==> src/hdl/split_prefetch_buffer_assert.svh <==
// Assertion macros shared by the prefetch buffer RTL.
`ifndef SPLIT_PREFETCH_BUFFER_ASSERT_SVH
`define SPLIT_PREFETCH_BUFFER_ASSERT_SVH

// Same-cycle implication, checked outside reset.
`define SPB_ASSERT_SAME(label, ante, cons, msg) \
    label: assert property (@(posedge aclk) disable iff (!aresetn) (ante) |-> (cons)) \
        else $error(msg);

// Next-cycle implication, checked outside reset.
`define SPB_ASSERT_NEXT(label, ante, cons, msg) \
    label: assert property (@(posedge aclk) disable iff (!aresetn) (ante) |=> (cons)) \
        else $error(msg);

`endif

==> src/hdl/spb_pkg.sv <==
// Package of shared constants and types for the split prefetch buffer.
package spb_pkg;

    localparam int WORD_BITS_DEF = 32;
    localparam int SLOTS_DEF     = 5;
    localparam int FIELD_BITS    = 32;

    localparam logic MODE_LOOKUP = 1'b0;
    localparam logic MODE_FILL   = 1'b1;

    // Request presented to one buffer side from the input stage.
    typedef struct packed {
        logic                  go;
        logic                  fill;
        logic                  enable;
        logic [FIELD_BITS-1:0] addr;
        logic [FIELD_BITS-1:0] word;
    } spb_req_t;

    // Old contents of the addressed slot and the tag compare result.
    typedef struct packed {
        logic                  present;
        logic                  tag_nonzero;
        logic [FIELD_BITS-1:0] tag;
        logic [FIELD_BITS-1:0] word;
    } spb_resp_t;

endpackage

==> src/hdl/split_prefetch_buffer.sv <==
// Top level of the split instruction/data prefetch buffer.
//
// Usage: each request on the s_ channel is a lookup (s_mode 0) or a fill
// (s_mode 1) aimed at the instruction side (s_is_instruction 1) or the data
// side. Every request yields exactly one result on the m_ channel: hit flag,
// read word, and for data fills that evict a slot with a nonzero tag the old
// address and word to write back to memory.
// cfg_valid/cfg_ready/cfg_prefetch_enable write the enable bit; cfg_ready is
// always high. With the enable clear, lookups miss and fills change nothing.
// Path: an accepted request is held in the input register and then moves to
// the result register on m_ once that register is free or being drained.
// Throughput: one request per cycle while the sink takes results; the input
// register and the result register form a two-stage pipe, and the slot read,
// tag compare and slot write all happen between them, as the request moves
// on, so each request sees every earlier write.
// Reset (aresetn low, synchronous) empties both pipeline stages, clears all
// tags and words to zero and sets the enable bit. After reset address zero
// therefore hits with a zero word.
// When m_ready stays low, the result register holds, the input register
// fills once more and s_ready then drops until the sink takes the result.
`include "split_prefetch_buffer_assert.svh"

module split_prefetch_buffer
    import spb_pkg::*;
#(
    parameter int WORD_BITS = WORD_BITS_DEF,
    parameter int SLOTS     = SLOTS_DEF
) (
    input  logic                  aclk,
    input  logic                  aresetn,
    // configuration
    input  logic                  cfg_valid,
    output logic                  cfg_ready,
    input  logic                  cfg_prefetch_enable,
    // request channel
    input  logic                  s_valid,
    output logic                  s_ready,
    input  logic                  s_mode,
    input  logic                  s_is_instruction,
    input  logic [FIELD_BITS-1:0] s_address,
    input  logic [FIELD_BITS-1:0] s_fill_word,
    // result channel
    output logic                  m_valid,
    input  logic                  m_ready,
    output logic                  m_hit,
    output logic [FIELD_BITS-1:0] m_read_word,
    output logic                  m_writeback_valid,
    output logic [FIELD_BITS-1:0] m_writeback_address,
    output logic [FIELD_BITS-1:0] m_writeback_word
);

    // enable register
    logic enable_reg;

    // input stage
    logic                  in_vld_reg;
    logic                  mode_reg;
    logic                  inst_reg;
    logic [FIELD_BITS-1:0] addr_reg;
    logic [FIELD_BITS-1:0] word_reg;

    // result stage
    logic                  out_vld_reg;
    logic                  hit_reg,  hit_next;
    logic [FIELD_BITS-1:0] rd_reg,   rd_next;
    logic                  wbv_reg,  wbv_next;
    logic [FIELD_BITS-1:0] wba_reg,  wba_next;
    logic [FIELD_BITS-1:0] wbw_reg,  wbw_next;

    logic      advance;
    spb_req_t  inst_req,  data_req;
    spb_resp_t inst_resp, data_resp, sel_resp;
    logic      is_fill;

    assign cfg_ready = 1'b1;

    // Move the input stage on whenever the result register is free or drains.
    assign advance = in_vld_reg && (!out_vld_reg || m_ready);
    assign s_ready = !in_vld_reg || advance;

    always_ff @(posedge aclk) begin
        if (!aresetn) begin
            enable_reg <= 1'b1;
        end else if (cfg_valid && cfg_ready) begin
            enable_reg <= cfg_prefetch_enable;
        end
    end

    always_ff @(posedge aclk) begin
        if (!aresetn) begin
            in_vld_reg <= 1'b0;
        end else if (s_ready) begin
            in_vld_reg <= s_valid;
        end
    end

    // Payload of the input stage: capture only on acceptance.
    always_ff @(posedge aclk) begin
        if (s_valid && s_ready) begin
            mode_reg <= s_mode;
            inst_reg <= s_is_instruction;
            addr_reg <= s_address;
            word_reg <= s_fill_word;
        end
    end

    // Steer the request to one side only; the other side just reads.
    always_comb begin
        is_fill         = (mode_reg == MODE_FILL);
        inst_req.go     = advance && inst_reg;
        inst_req.fill   = is_fill;
        inst_req.enable = enable_reg;
        inst_req.addr   = addr_reg;
        inst_req.word   = word_reg;
        data_req        = inst_req;
        data_req.go     = advance && !inst_reg;
    end

    spb_side #(
        .WORD_BITS (WORD_BITS),
        .SLOTS     (SLOTS)
    ) u_inst_side (
        .aclk    (aclk),
        .aresetn (aresetn),
        .req     (inst_req),
        .resp    (inst_resp)
    );

    spb_side #(
        .WORD_BITS (WORD_BITS),
        .SLOTS     (SLOTS)
    ) u_data_side (
        .aclk    (aclk),
        .aresetn (aresetn),
        .req     (data_req),
        .resp    (data_resp)
    );

    // Form the result from the selected side's old slot contents.
    always_comb begin
        sel_resp = inst_reg ? inst_resp : data_resp;
        hit_next = sel_resp.present;
        rd_next  = (!is_fill && sel_resp.present) ? sel_resp.word : '0;
        wbv_next = is_fill && enable_reg && !sel_resp.present && !inst_reg
                   && sel_resp.tag_nonzero;
        wba_next = wbv_next ? sel_resp.tag  : '0;
        wbw_next = wbv_next ? sel_resp.word : '0;
    end

    always_ff @(posedge aclk) begin
        if (!aresetn) begin
            out_vld_reg <= 1'b0;
        end else if (advance) begin
            out_vld_reg <= 1'b1;
        end else if (m_ready) begin
            out_vld_reg <= 1'b0;
        end
    end

    always_ff @(posedge aclk) begin
        if (advance) begin
            hit_reg <= hit_next;
            rd_reg  <= rd_next;
            wbv_reg <= wbv_next;
            wba_reg <= wba_next;
            wbw_reg <= wbw_next;
        end
    end

    assign m_valid             = out_vld_reg;
    assign m_hit               = hit_reg;
    assign m_read_word         = rd_reg;
    assign m_writeback_valid   = wbv_reg;
    assign m_writeback_address = wba_reg;
    assign m_writeback_word    = wbw_reg;

    `SPB_ASSERT_SAME(a_wb_not_hit, m_valid && m_writeback_valid, !m_hit,
        "write-back reported on a hit")
    `SPB_ASSERT_SAME(a_wb_tag_nonzero, m_valid && m_writeback_valid,
        m_writeback_address != '0, "write-back of a zero tag")
    `SPB_ASSERT_SAME(a_read_needs_hit, m_valid && (m_read_word != '0), m_hit,
        "nonzero read word without a hit")
    `SPB_ASSERT_NEXT(a_input_held, in_vld_reg && !advance, in_vld_reg,
        "stalled request dropped from the input stage")

endmodule

==> src/hdl/spb_side.sv <==
// One side of the prefetch buffer: direct-mapped tag and word store.
module spb_side
    import spb_pkg::*;
#(
    parameter int WORD_BITS = WORD_BITS_DEF,
    parameter int SLOTS     = SLOTS_DEF
) (
    input  logic      aclk,
    input  logic      aresetn,
    input  spb_req_t  req,
    output spb_resp_t resp
);

    localparam int STORE_BITS = (WORD_BITS < FIELD_BITS) ? WORD_BITS : FIELD_BITS;
    localparam int SLOT_W     = (SLOTS > 1) ? $clog2(SLOTS) : 1;

    logic [STORE_BITS-1:0] tags_reg  [SLOTS];
    logic [STORE_BITS-1:0] words_reg [SLOTS];

    logic [SLOT_W-1:0]     slot;
    logic [STORE_BITS-1:0] addr_cut;
    logic [STORE_BITS-1:0] word_cut;
    logic [STORE_BITS-1:0] tag_rd;
    logic [STORE_BITS-1:0] word_rd;
    logic                  present;
    logic                  install;

    always_comb begin
        addr_cut = req.addr[STORE_BITS-1:0];
        word_cut = req.word[STORE_BITS-1:0];
        // Slot from the low nibble through a 16-entry constant table.
        slot     = '0;
        for (int k = 0; k < 16; k++) begin
            if (req.addr[3:0] == 4'(k)) slot = SLOT_W'(k % SLOTS);
        end
        tag_rd   = tags_reg[slot];
        word_rd  = words_reg[slot];
        present  = req.enable && (tag_rd == addr_cut);
        install  = req.go && req.fill && req.enable && !present;
    end

    always_comb begin
        resp.present     = present;
        resp.tag_nonzero = (tag_rd != '0);
        resp.tag         = FIELD_BITS'(tag_rd);
        resp.word        = FIELD_BITS'(word_rd);
    end

    // Replace the slot on a fill miss; the store clears to zero on reset.
    always_ff @(posedge aclk) begin
        if (!aresetn) begin
            for (int i = 0; i < SLOTS; i++) begin
                tags_reg[i]  <= '0;
                words_reg[i] <= '0;
            end
        end else if (install) begin
            tags_reg[slot]  <= addr_cut;
            words_reg[slot] <= word_cut;
        end
    end

endmodule

==> config.mk <==
export PLATFORM = sky130hd
export DESIGN_NAME = split_prefetch_buffer
export DESIGN_NICKNAME = d
export VERILOG_FILES = /design/src/hdl/spb_pkg.sv /design/src/hdl/split_prefetch_buffer.sv /design/src/hdl/spb_side.sv
export VERILOG_INCLUDE_DIRS = /design/src /design/src/hdl
export SDC_FILE = /design/constraint.sdc
export NUM_CORES = 2
export LEC_CHECK = 0
export BUFFER_PORTS_ARGS = -buffer_cell sky130_fd_sc_hd__buf_2
export CAP_MARGIN = 20
export CORE_MARGIN = 5
export CORE_UTILIZATION = 56
export DETAILED_ROUTE_END_ITERATION = 8
export PLACE_DENSITY = 0.73
export REMOVE_ABC_BUFFERS = 1
export SLEW_MARGIN = 20
export SYNTH_ARGS = -nofsm -noshare
export SYNTH_HDL_FRONTEND = slang
export SYNTH_SLANG_ARGS = --single-unit
==> constraint.sdc <==
create_clock -name aclk -period 28.6 [get_ports aclk]
set_input_delay 5.72 -clock aclk [delete_from_list [all_inputs] [get_ports aclk]]
set_output_delay 5.72 -clock aclk [all_outputs]
set_load 0.01 [all_outputs]
==> results.ini <==
[sta]
slew_viol_final = 0
maxSlewHeadroom_pct = 19.1
finalClockSkew_ns = 0.0320
timing.hold.ws_ns = 0.539
fmax_mhz = 82.5
setup_violations = 0
final.setup.worst_slack_ns = 16.48
rsz0062_at_grt = no
fin_crit_sh_pct = 42.4
hold_violations = 0
tightest_slew_ns = 1.21
final.min_clock_period_ns = 12.12

[route]
drt-pass1-iter-count = 9
wire_per_inst_um = 28.7
vias = 39168
ant_nets = 0
dr.first_iter.drc_count = 6353
routed_wl_um = 161000
drc = 0
vias_per_cell = 7.00

[clock_network]
cts.htree.levels = 3
tritoncts = done
cts_setup_buffers = 0
clock_path_buffers = 3
cts_resized = 0
clock_sinks = 923
clock_latency_ns = 0.69
holdBufCountCts = 0
numCtsBuffers = 98
clk_pin_slew_worst_paths_ns = 0.07
cts_root_buffer = clkbuf_16

[global_routing]
grtUsageTotal_pct = 34.1
antenna_found_initial = 0
grt_max_degree = 123
grt_pass1_vias = 37693
grt-ovfl-total = 0
grt_pass1_wl_um = 235000

[finish]
num-nets-final = 4439
area_growth_pct = 10.3
seq_area_um2 = 27700
final_cells = 5594
fillers = 6614
multi_input_comb_area_um2 = 18600
diodes = 0
largest_reg_flops = 213
drive_above_1_share_pct = 13.7

[critical_path]
cp_slowest_stage_delay_ns = 0.30
crit_chain = buf_2, nor2b_1, nand2_1, buf_2
cp.required_ns = 22.88
worst-path-max-fanout = 4
cp_common_cell = buf_2
cp-start-kind = input pin
crit_slowest_cell = nor2b_1
crit_arrival_ns = 6.40
crit_type = in2out
endpoint_kind = primary output

[synthesis]
synth-simple-area-share_pct = 16.2
synth_top_family_by_area = simple AND/OR/NAND/NOR gates
synth_cells = 4310
synth_xor_area_share_pct = 2.22
yosysMostFrequentCell = edfxtp_1
yosys_most_used_dff = edfxtp_1
synth_compound_area_share_pct = 14.3
ys_ff_latch = 923
synth_cell_types = 100
syn-mean-instance-area_um2 = 11.1
yosysSeqAreaShare_pct = 57.9
synth_area_um2 = 47900
synth.area.mux_share_pct = 4.62
yosys_warnings = 0
synth_area_leaders = edfxtp_1 (58%), nor3_1 (6.5%), nand2_1 (3.7%), mux2i_1 (2.8%), a21oi_1 (2.4%)
synth_edf_count = 920
yosysTopAreaCell = edfxtp_1
ys_async_sr_fraction_pct = 0
synth_common_cells = edfxtp_1 (920), nor3_1 (622), nand2_1 (477)
synth_top_area_share_pct = 57.7
synthAdderAreaFrac_pct = 0

[place]
hpwl_um = 89800
pre_cts_slack_ns = 16.49
dp.cells = 5411
numPortBuffers = 171
place_congestion = 0.917

[power]
cellPowerDensity_nw_per_um2 = 61.9
power_leakage_nw = 17.9
peakVddDrop_mv = 0.0567

[floorplan]
start_util_pct = 56.3
io_pins = 173
die-area_um2 = 91400
core_um2 = 85000
rows = 107
die_y_um = 302
fp.dieW_um = 302

[job]
cap_viol_max_count = 0

[min_path]
hp-class = reg2reg

[status]
outcome = complete, no violations

## cell families after synthesis
| family | after synthesis |
|---|---|
| buffers and inverters | 475 |
| flip-flops | 923 |
| multiplexers | 211 |
| XOR/XNOR | 117 |
| AO/OA/AOI/OAI | 972 |
| AND/OR/NAND/NOR | 1610 |
| other | 2 |
## placed cells by master, fill, tap and decap left out, types with 22 or more instances in the layout
cell type,instances
a211oi_1,50
a21oi_1,224
a21oi_2,30
a221oi_1,53
a22oi_1,24
buf_2,171
buf_4,115
clkbuf_1,24
clkbuf_16,98
clkinv_2,26
conb_1,117
edfxtp_1,920
inv_1,22
mux2_2,75
mux2i_1,133
nand2_1,470
nand3_1,28
nor2_1,210
nor3_1,621
nor3b_1,93
o21ai_0,103
o221ai_1,47
o22a_1,31
o22ai_1,130
o32a_1,25
or3_1,44
xnor2_1,67
xor2_1,46
## per-stage QoR
stage / cell area (µm²) / util, % / total power [mW] / TNS [ns]
global placement: 49600 / 58.4 / 2.04 / 0
detailed placement: 49700 / 58.5 / 2.05 / 0
floorplan: 46100 / - / 1.88 / -6487.05
finish: 52800 / 62.1 / 3.27 / 0
CTS: 52800 / 62.1 / 3.25 / 0
global route: 52800 / 62.1 / 3.35 / 0
## worst max-delay path: cells and delay by family
kind	cells	cell delay, ns
buffers and inverters	2	0.25
and+or+nand+nor	2	0.43
## report_power, final
group | switching (mW) | internal [mW] | leakage (nW) | total [mW]
clock network | 0.556 | 0.674 | 1.50 | 1.23
logic | 0.323 | 0.135 | 7.05 | 0.458
registers | 0.0344 | 1.55 | 9.37 | 1.58
## final cells by class
type,count,area share (%)
Clock buffer,122,4.82
Clock inverter,61,1.02
Inverter,25,0.178
Multi-Input combinational cell,3027,35.3
Sequential cell,923,52.5
Tap cell,1144,2.71
Timing Repair Buffer,292,3.51
## final timing paths
kind | endpoint | start | cells past startpoint | slack [ns]
max reg2reg | u_data_side.tags_reg[4][9] | addr_reg[2] | 15 | 20.71
min | m_valid | in_vld_reg | 1 | 0.54
max | s_ready | m_ready | 4 | 16.48
min reg2reg | m_valid | in_vld_reg | 1 | 0.54
## layer usage
layer / track usage, % / share of wire (%) / wire length [µm]
met1: 45.4 / 35 / 56400
met2: 52.2 / 45 / 71600
met5: 0 / 0 / 0
met4: 18.7 / 6.3 / 10200
met3: 7.90 / 14 / 22600
No activity file was read; power rests on OpenSTA's default activity.
